**src/rtl/core/deq_pkg.sv**
```systemverilog
// Types and codes shared by the double-ended queue unit.
// No dependencies.
`default_nettype none

package deq_pkg;

  typedef enum logic [1:0] {
    ACT_PUSH_FRONT = 2'd0,
    ACT_PUSH_BACK  = 2'd1,
    ACT_POP_FRONT  = 2'd2,
    ACT_POP_BACK   = 2'd3
  } action_e;

  typedef enum logic [1:0] {
    ST_OK        = 2'd0,
    ST_UNDERFLOW = 2'd1,
    ST_OVERFLOW  = 2'd2
  } status_e;

  typedef struct packed {
    action_e            action;
    logic signed [31:0] value;
  } in_t;

  typedef struct packed {
    status_e            status;
    logic signed [31:0] popped_value;
    logic signed [31:0] front_value;
    logic signed [31:0] back_value;
    logic               is_empty;
  } out_t;

endpackage

`default_nettype wire

```
**src/rtl/core/double_ended_queue_unit.sv**
```systemverilog
// Double-ended queue of signed 32-bit words over a circular RAM.
// Depends on deq_pkg and deq_ram.
//
//   channel | direction | handshake              | payload
//   in      | input     | in_valid_i/in_ready_o  | in_data_i  (deq_pkg::in_t)
//   out     | output    | out_valid_o/out_ready_i| out_data_o (deq_pkg::out_t)
//
// A push, a rejected word, or a pop that empties the queue shows its result in
// the cycle after acceptance; the next word can be taken in that same cycle.
// A pop that leaves entries reads the new end value from the RAM in S_READ and
// takes no word there; pushes run at one per cycle while the output drains.
// Reset clears pointers, count and control; RAM contents are not cleared.
// A result waits in the output register; input is taken once it drains.
`default_nettype none

module double_ended_queue_unit #(
  parameter int DEPTH = 16
) (
  input  wire logic          clk_i,
  input  wire logic          rst_ni,
  input  wire logic          in_valid_i,
  output logic               in_ready_o,
  input  wire deq_pkg::in_t  in_data_i,
  output logic               out_valid_o,
  input  wire logic          out_ready_i,
  output deq_pkg::out_t      out_data_o
);

  import deq_pkg::*;

  localparam int IdxW = $clog2(DEPTH);
  localparam int CntW = $clog2(DEPTH + 1);
  localparam logic [IdxW:0]   DepthI = (IdxW + 1)'(DEPTH);
  localparam logic [CntW-1:0] DepthC = CntW'(DEPTH);
  localparam logic [IdxW-1:0] LastIdx = IdxW'(DEPTH - 1);

  typedef enum logic [1:0] {
    S_IDLE = 2'b01,
    S_READ = 2'b10
  } state_e;

  function automatic logic [IdxW-1:0] wrap_add(logic [IdxW-1:0] a, logic [IdxW-1:0] b);
    logic [IdxW:0] s;
    s = {1'b0, a} + {1'b0, b};
    if (s >= DepthI) begin
      s = s - DepthI;
    end
    return s[IdxW-1:0];
  endfunction

  state_e             state_q, state_d;
  logic [IdxW-1:0]    head_q, head_d;
  logic [CntW-1:0]    cnt_q, cnt_d;
  logic signed [31:0] front_q, front_d;
  logic signed [31:0] back_q, back_d;
  logic signed [31:0] pend_q, pend_d;
  logic               rd_front_q, rd_front_d;
  logic               out_valid_q, out_valid_d;
  out_t               out_q, out_d;

  logic               ram_we;
  logic [IdxW-1:0]    ram_waddr;
  logic [IdxW-1:0]    ram_raddr;
  logic [31:0]        ram_rdata;

  logic               in_fire;
  logic               emit;
  status_e            st;
  logic signed [31:0] popped;

  assign in_ready_o = (state_q == S_IDLE) && (!out_valid_q || out_ready_i);
  assign in_fire    = in_valid_i && in_ready_o;

  always_comb begin
    state_d     = state_q;
    head_d      = head_q;
    cnt_d       = cnt_q;
    front_d     = front_q;
    back_d      = back_q;
    pend_d      = pend_q;
    rd_front_d  = rd_front_q;
    out_d       = out_q;
    out_valid_d = out_valid_q && !out_ready_i;
    ram_we      = 1'b0;
    ram_waddr   = head_q;
    ram_raddr   = head_q;
    emit        = 1'b0;
    st          = ST_OK;
    popped      = '0;

    unique case (state_q)
      S_IDLE: begin
        if (in_fire) begin
          emit = 1'b1;
          unique case (in_data_i.action)
            ACT_PUSH_FRONT: begin
              if (cnt_q == DepthC) begin
                st = ST_OVERFLOW;
              end else begin
                head_d    = (head_q == '0) ? LastIdx : head_q - IdxW'(1);
                ram_we    = 1'b1;
                ram_waddr = head_d;
                front_d   = in_data_i.value;
                if (cnt_q == '0) begin
                  back_d = in_data_i.value;
                end
                cnt_d = cnt_q + CntW'(1);
              end
            end
            ACT_PUSH_BACK: begin
              if (cnt_q == DepthC) begin
                st = ST_OVERFLOW;
              end else begin
                ram_we    = 1'b1;
                ram_waddr = wrap_add(head_q, cnt_q[IdxW-1:0]);
                back_d    = in_data_i.value;
                if (cnt_q == '0) begin
                  front_d = in_data_i.value;
                end
                cnt_d = cnt_q + CntW'(1);
              end
            end
            ACT_POP_FRONT: begin
              if (cnt_q == '0) begin
                st = ST_UNDERFLOW;
              end else begin
                popped = front_q;
                head_d = wrap_add(head_q, IdxW'(1));
                cnt_d  = cnt_q - CntW'(1);
                if (cnt_d != '0) begin
                  // new front comes from the RAM next cycle
                  ram_raddr  = head_d;
                  rd_front_d = 1'b1;
                  pend_d     = front_q;
                  state_d    = S_READ;
                  emit       = 1'b0;
                end
              end
            end
            ACT_POP_BACK: begin
              if (cnt_q == '0) begin
                st = ST_UNDERFLOW;
              end else begin
                popped = back_q;
                cnt_d  = cnt_q - CntW'(1);
                if (cnt_d != '0) begin
                  ram_raddr  = wrap_add(head_q, IdxW'(cnt_q - CntW'(2)));
                  rd_front_d = 1'b0;
                  pend_d     = back_q;
                  state_d    = S_READ;
                  emit       = 1'b0;
                end
              end
            end
          endcase
        end
      end
      S_READ: begin
        if (rd_front_q) begin
          front_d = ram_rdata;
        end else begin
          back_d = ram_rdata;
        end
        popped  = pend_q;
        emit    = 1'b1;
        state_d = S_IDLE;
      end
      default: begin
        state_d = S_IDLE;
      end
    endcase

    if (emit) begin
      out_d.status       = st;
      out_d.popped_value = popped;
      out_d.is_empty     = (cnt_d == '0);
      out_d.front_value  = (cnt_d == '0) ? '0 : front_d;
      out_d.back_value   = (cnt_d == '0) ? '0 : back_d;
      out_valid_d        = 1'b1;
    end
  end

  always_ff @(posedge clk_i or negedge rst_ni) begin
    if (!rst_ni) begin
      state_q     <= S_IDLE;
      head_q      <= '0;
      cnt_q       <= '0;
      rd_front_q  <= 1'b0;
      out_valid_q <= 1'b0;
    end else begin
      state_q     <= state_d;
      head_q      <= head_d;
      cnt_q       <= cnt_d;
      rd_front_q  <= rd_front_d;
      out_valid_q <= out_valid_d;
    end
  end

  always_ff @(posedge clk_i) begin
    front_q <= front_d;
    back_q  <= back_d;
    pend_q  <= pend_d;
    out_q   <= out_d;
  end

  deq_ram #(
    .Width(32),
    .Depth(DEPTH)
  ) u_ram (
    .clk_i  (clk_i),
    .we_i   (ram_we),
    .waddr_i(ram_waddr),
    .wdata_i(in_data_i.value),
    .raddr_i(ram_raddr),
    .rdata_o(ram_rdata)
  );

  assign out_valid_o = out_valid_q;
  assign out_data_o  = out_q;

endmodule

`default_nettype wire

```
**src/rtl/core/deq_ram.sv**
```systemverilog
// Generic simple dual-port RAM: one write port, one read port, registered read.
// No dependencies.
`default_nettype none

module deq_ram #(
  parameter int Width = 32,
  parameter int Depth = 16
) (
  input  wire logic                     clk_i,
  input  wire logic                     we_i,
  input  wire logic [$clog2(Depth)-1:0] waddr_i,
  input  wire logic [Width-1:0]         wdata_i,
  input  wire logic [$clog2(Depth)-1:0] raddr_i,
  output logic      [Width-1:0]         rdata_o
);

  logic [Width-1:0] mem_q [Depth];

  always_ff @(posedge clk_i) begin
    if (we_i) begin
      mem_q[waddr_i] <= wdata_i;
    end
    rdata_o <= mem_q[raddr_i];
  end

endmodule

`default_nettype wire

```
**config.mk**
```make
export PLATFORM = sky130hd
export DESIGN_NAME = double_ended_queue_unit
export DESIGN_NICKNAME = d
export VERILOG_FILES = /design/src/rtl/core/deq_pkg.sv /design/src/rtl/core/double_ended_queue_unit.sv /design/src/rtl/core/deq_ram.sv
export SDC_FILE = /design/constraint.sdc
export NUM_CORES = 1
export LEC_CHECK = 0
export ABC_CLOCK_PERIOD_IN_PS = 6900
export BUFFER_PORTS_ARGS = -buffer_cell sky130_fd_sc_hd__buf_2
export CELL_PAD_IN_SITES_DETAIL_PLACEMENT = 1
export CELL_PAD_IN_SITES_GLOBAL_PLACEMENT = 2
export CORE_ASPECT_RATIO = 0.8
export CORE_MARGIN = 1
export CORE_UTILIZATION = 42
export DETAILED_ROUTE_END_ITERATION = 16
export PLACE_DENSITY = 0.75
export SETUP_SLACK_MARGIN = 0.4
export SLEW_MARGIN = 30
export SYNTH_ARGS = -nofsm -noshare
export SYNTH_HDL_FRONTEND = slang
export SYNTH_HIERARCHICAL = 1
export SYNTH_SLANG_ARGS = --single-unit
```
**constraint.sdc**
```tcl
create_clock -name clk_i -period 6.9 [get_ports clk_i]
set_clock_uncertainty 0.05 [all_clocks]
set_input_delay 0.69 -clock clk_i [delete_from_list [all_inputs] [get_ports clk_i]]
set_output_delay 0.69 -clock clk_i [all_outputs]
set_load 0.005 [all_outputs]
```
==> results of run 1 <==
==> worst min path at each step <==
stage | from | end | cells after the start
after global routing | in_data_i[11] | u_ram/mem_q[14][11] | 1
after global placement | back_q[3] | back_q[3] | 2
final | in_data_i[11] | u_ram/mem_q[15][11] | 1
after floorplan | rst_ni | cnt_q[0] | 0
after CTS | in_data_i[11] | u_ram/mem_q[15][11] | 1
after detailed placement | front_q[21] | front_q[21] | 2
==> metrics by stage <==
step | power (mW) | hold WS, ps | util | setup slack (ps) | area [µm²]
6_report | 14.34 | 410.4 | 0.4894 | 1967 | 34570
5_1_grt | 14.98 | 393.0 | 0.4893 | 1669 | 34570
4_1_cts | 14.47 | 371.2 | 0.4892 | 1773 | 34560
3_5_place_dp | 10.39 | 427.0 | 0.4545 | 1770 | 32110
3_3_place_gp | 10.26 | 410.8 | 0.4513 | 1766 | 31880
2_1_floorplan | 8.857 | 344.4 | - | 1703 | 30070
==> layout make-up <==
type / count / area, µm² / share of cell area
Tap cell: 934 / 1169 / 0.03380
Timing Repair Buffer: 181 / 1226 / 0.03547
Sequential cell: 752 / 21560 / 0.6235
Clock buffer: 105 / 2081 / 0.06018
Inverter: 45 / 168.9 / 0.004886
Clock inverter: 31 / 360.3 / 0.01042
Antenna cell: 2 / 5.005 / 0.0001448
Multi-Input combinational cell: 885 / 8006 / 0.2316
==> sequential cells by signal (all words and copies together) (netlist names) <==
signal	cells
u_ram/mem_q	512
out_data_o	99
back_q	32
front_q	32
pend_q	32
u_ram/rdata_o	32
cnt_q	5
head_q	4
state_q	2
out_valid_o	1
rd_front_q	1
==> kinds of logic (layout without fill, tap and decap cells) <==
| family | after synthesis | in the layout |
|---|---|---|
| compound gates | 307 | 307 |
| xor+xnor | 7 | 7 |
| fa+ha+maj | 18 | 18 |
| buf+inv | 160 | 362 |
| flops | 752 | 752 |
| mux | 208 | 208 |
| other cells | 0 | 2 |
| simple gates | 345 | 345 |
==> power by group <==
| part | leakage, nW | internal, mW | switching [mW] |
|---|---|---|---|
| clock | 1.18 | 2.34 | 1.71 |
| sequential | 6.79 | 5.64 | 0.396 |
| combinational | 3.96 | 1.74 | 2.51 |
| total | 11.9 | 9.72 | 4.62 |
==> cells in the final DEF (no fill, tap or decap), types with 8 or more instances in the layout <==
cell and count:
buf_4 30, nor2b_1 28, dfrtp_1 12, clkbuf_1 22, a221oi_1 8, nor2_4 14
inv_1 45, buf_16 8, mux4_2 128, mux2_2 70, buf_2 138, nor3_1 8
nand2_1 104, or2_2 18, clkinv_2 12, clkbuf_16 76, a32oi_1 45, edfxtp_1 643
a22oi_1 103, o21ai_0 35, a21oi_1 65, nand2b_1 9, nor2_1 116, ha_1 15
dfxtp_1 96, mux2i_1 10, nand3_1 11
==> metal layers <==
metal / track usage / part of all wire / up-vias
met4: 0.05338 / 0.020 / 2
met1: 0.2950 / 0.44 / 8982
li1: - / - / 7372
met5: 0 / 0.00017 / -
met2: 0.3559 / 0.50 / 435
met3: 0.03623 / 0.048 / 101
==> Yosys cell counts, types with 3 or more instances <==
library cell,instances,area share
buf_4,10,0.0025
mux4_2,128,0.096
and3_1,4,0.00083
a221oi_1,8,0.0023
xnor2_1,6,0.0017
and2_1,3,0.00062
a211o_1,4,0.0012
nand3_1,11,0.0018
o31ai_1,4,0.0010
nor2b_1,31,0.0065
nor2_1,130,0.016
a31oi_1,5,0.0010
mux2_2,70,0.026
dfxtp_1,96,0.064
nor3_1,13,0.0022
nand4_1,5,0.0010
a21oi_1,66,0.011
inv_1,45,0.0056
buf_2,21,0.0035
a32oi_1,45,0.013
buf_6,5,0.0019
o22ai_1,3,0.00062
buf_1,19,0.0024
o21ai_0,37,0.0062
clkbuf_1,60,0.0075
or2_2,18,0.0037
dfrtp_1,12,0.010
a211oi_1,5,0.0012
a22oi_1,103,0.026
nand2_1,105,0.013
mux2i_1,10,0.0033
edfxtp_1,643,0.64
a21o_1,3,0.00075
a22o_1,4,0.0012
nand2b_1,9,0.0019
ha_1,16,0.0067
==> impl_metrics.ini, run 1 <==
[floorplanning]
fp.dieH_um = 241.3
die_w_um = 301.1
num_io_pins = 139
die_area_um2 = 72670
rows = 87
start_util = 0.4256
coreArea_um2 = 70650

[synth]
synth_compound_gate_area_share = 0.07132
synthAdderAreaFrac = 0.007990
yosys_register_bits = 752
synthXorXnorAreaFrac = 0.002039
netlist_area_um2 = 30070
syn-instance-count = 1797
syn-num-nets = 1853
synth_edf_count = 643
yosys.area_share.simple = 0.05293
avgSynthCellArea_um2 = 16.73
synth_top_family_by_area = multiplexers
yosysSeqAreaShare = 0.7169
synthArstFlopShare = 0.01729
yosysWarnings = 6
ys_types = 65
synthFlopType = edfxtp_1
synth_mux_area_frac = 0.1254

[outcome]
status = finished, violations left
violations = DRC

[placed_design]
dp_hpwl_um = 48110
port_buffers = 138
dp_cells = 2796
place_congestion = 0.8275

[flow_run]
timing.max_cap.violations = 0

[detailed_routing]
vias = 16890
antenna_left = 0
viasPerCell = 5.755
wire_per_inst_um = 26.51
routed_wl_um = 77820
drt-initial-drc-count = 1325
drcViolationCount = 6
first_pass_iters = 11

[cells_and_area]
finish.net_count = 1995
drive_gt1_frac = 0.2741
final_cells = 2935
syn2layout_area_growth_pct = 14.98
nFillCells = 6664

[critical_path]
arrival_ps = 5200
worst-path-buf-inv = 3
r2r_end = u_ram/mem_q[10][8]
cp_top_family = simple AND/OR/NAND/NOR gates
path_cells = inv_1, ha_1, nand4bb_1, nand4_1, inv_1, o21ai_1, nand2b_1, nor2_4, buf_4
cpPeakStageDelay_ps = 850
cp-startpoint = cnt_q[1]
startpoint_type = register
r2r_slack_ps = 1970
crit_cells = 9
crit_path_end = u_ram/mem_q[10][8]
slowest_stage = nor2_4
critPathCaptureType = register
r2r-start = cnt_q[1]
cp_max_fo = 22
worst-r2r-cell-count = 9
crit_top_cell = inv_1
setup.worst_path.class = register to register
worstPathRequired_ps = 7170

[cts]
postCtsHoldBufs = 1
cts-resized-gates = 0
h-tree-depth = 3
cts_tree = built
cts_max_path_buffers = 3
clkTransAtPathRegs_ps = 70
numCtsBuffers = 74
worst_skew_pair.late_latency_ps = 620
root_buffer = clkbuf_16
post_cts_buffers = 0
cts_sinks = 752

[power]
p_leak_nw = 11.93
powerDensity_nw_per_um2 = 414.7
irDropWorstVdd_v = 0.0002762

[sta]
maxSlewHeadroom = 0.3281
worstMarginPinSlew_ps = 1008
min_period_ps = 4933
rsz0062_at_grt = no
max_freq_mhz = 202.7
setup_viol = 0
hold_viol = 0
slew_violations = 0
period_share = 0.7149
setup_tns_ps = 0

[grt]
grt_pass1_vias = 17620
grt_first_pass_wirelength_um = 114600
grt_usage = 0.2145
antenna_found_initial = 2
overflow = 0
grt_max_degree = 129

[hold_path]
hold_class = input port to register
Power figures use the tool's default switching activity.
==> run 2: changes to the inputs <==
--- a/config.mk
+++ b/config.mk
@@ -5,7 +5,7 @@
 export SDC_FILE = /design/constraint.sdc
 export NUM_CORES = 1
 export LEC_CHECK = 0
-export ABC_CLOCK_PERIOD_IN_PS = 6900
+export ABC_CLOCK_PERIOD_IN_PS = 4400
 export BUFFER_PORTS_ARGS = -buffer_cell sky130_fd_sc_hd__buf_2
 export CELL_PAD_IN_SITES_DETAIL_PLACEMENT = 1
 export CELL_PAD_IN_SITES_GLOBAL_PLACEMENT = 2
==> constraint.sdc (replaced) <==
create_clock -name clk_i -period 4.4 [get_ports clk_i]
set_clock_uncertainty 0.05 [all_clocks]
set_input_delay 0.44 -clock clk_i [delete_from_list [all_inputs] [get_ports clk_i]]
set_output_delay 0.44 -clock clk_i [all_outputs]
set_load 0.005 [all_outputs]
==> impl_metrics.ini, run 2 (synthesis gave the netlist of run 1 again) <==
[power]
p_leak_nw = 12.04
p_sw_frac = 0.3267
powerDensity_nw_per_um2 = 647.7
power_frac_seq = 0.421
clockPowerShare = 0.267
irDropWorstVdd_v = 0.0003967
combPwrFrac = 0.312
p_total_mw = 22.51
p_switching_mw = 7.352
p_int_mw = 15.15

[detailed_routing]
vias = 17130
drcViolationCount = 4
antenna_left = 0
drt-initial-drc-count = 1246
viasPerCell = 5.775
routed_wl_um = 79370
first_pass_iters = 11
wire_per_inst_um = 26.75

[outcome]
status = finished, violations left
violations = DRC

[cells_and_area]
finish.net_count = 2031
largest_reg_flops = 512
final_common_cell = edfxtp_1
final_util = 0.4918
syn2layout_area_growth_pct = 15.56
final_cell_mix = edfxtp_1 (643), buf_2 (138), mux4_2 (128)
regMostFlops = u_ram/mem_q
drive_gt1_frac = 0.2864

[sta]
hold_viol = 0
setup_tns_ps = 0
max_freq_mhz = 269.9
rsz0062_at_grt = no
maxSlewHeadroom = 0.2742
worstMarginPinSlew_ps = 1089
setup_ws_ps = 695.2
slew_violations = 0
setup_viol = 0
period_share = 0.8420
min_period_ps = 3705

[critical_path]
setup.worst_path.class = register to register
r2r_end = u_ram/mem_q[0][22]
r2r-start = cnt_q[0]
critPathCaptureType = register
arrival_ps = 3930
worst-r2r-cell-count = 11
startpoint_type = register
cp_max_fo = 32
worstPathRequired_ps = 4630
r2r_slack_ps = 700

[cts]
h-tree-depth = 3
worst_skew_pair.late_latency_ps = 620
cts_sinks = 752
root_buffer = clkbuf_16
numCtsBuffers = 74
cts_tree = built
cts_max_path_buffers = 3
clkTransAtPathRegs_ps = 60

[flow_run]
timing.max_cap.violations = 0

[placed_design]
dp_slack_ps = 337.7
place_congestion = 0.8328
port_buffers = 138
dp_hpwl_um = 50120

[hold_path]
hold_class = input port to register
hp-start = in_data_i[7]
hold_end = u_ram/mem_q[2][7]
min_path_cells = 1

[floorplanning]
die_w_um = 301.1
num_io_pins = 139
rows = 87
fp.dieH_um = 241.3
coreArea_um2 = 70650
die_area_um2 = 72670
start_util = 0.4256

[grt]
grt_usage = 0.2193
grt_max_degree = 66
grt_pass1_vias = 18030
antenna_found_initial = 5
overflow = 0
grt_first_pass_wirelength_um = 117000
## run 2: through the flow
step / instance area, µm² / hold WS [ps] / instances
after floorplan: 30120 / 94.41 / 1797
after global placement: 32390 / 326.4 / 2828
after detailed placement: 32390 / 324.6 / 2828
after CTS: 34670 / 135.6 / 2962
after global routing: 34740 / 161.4 / 2966
final: 34750 / 159.2 / 2967
## run 2: critical path, stage by stage, from the launching register on
cell and delay (ps):
dfrtp_1 520, inv_1 80, ha_1 270, and4bb_2 370, a211o_1 300, a21oi_1 150
a31oi_1 60, nor3_1 280, a221oi_2 110, or3b_2 650, nor3_4 200, buf_12 290
## run 2: routing by layer
layer,vias up,part of all wire,GRT usage
met1,9157,0.44,0.3010
met2,409,0.49,0.3640
met5,-,0.00057,0
met3,117,0.050,0.03659
met4,6,0.022,0.05738
li1,7444,-,-
## run 2: timing repair
action	in CTS	in global routing
pin swaps	0	1
endpoints found under the setup margin	123	496
endpoints found under the hold margin	13	0
setup buffers	0	4
resized for setup	3	10
hold buffers	1	0
## run 2: worst max path at each step
stage | startpoint | to | slack (ps) | cells past startpoint
CTS | cnt_q[1] | u_ram/mem_q[7][12] | 370 | 11
floorplan | cnt_q[1] | u_ram/mem_q[1][0] | 70 | 11
finish | cnt_q[0] | u_ram/mem_q[0][22] | 700 | 11
global route | cnt_q[1] | u_ram/rdata_o[26] | 410 | 12
global placement | state_q[0] | u_ram/mem_q[8][13] | 440 | 9
detailed placement | state_q[0] | u_ram/mem_q[8][16] | 340 | 9
## run 2: power groups by stage
stage | sequential [mW] | combinational, mW | clock (mW)
floorplan | 9.33 | 4.57 | 0
global placement | 9.58 | 6.88 | 0
detailed placement | 9.62 | 6.96 | 0
CTS | 9.49 | 7.03 | 6.12
global route | 9.57 | 7.60 | 6.35
finish | 9.47 | 7.02 | 6.01
## run 2: layout make-up
cell class,count,area [µm²]
clock inverter,29,206.4
timing repair buffer,217,1535
clock buffer,104,2046
multi-input combinational,885,8060
inverter,45,168.9
fill,6693,35900
sequential,752,21560
tap,934,1169
antenna,1,2.502
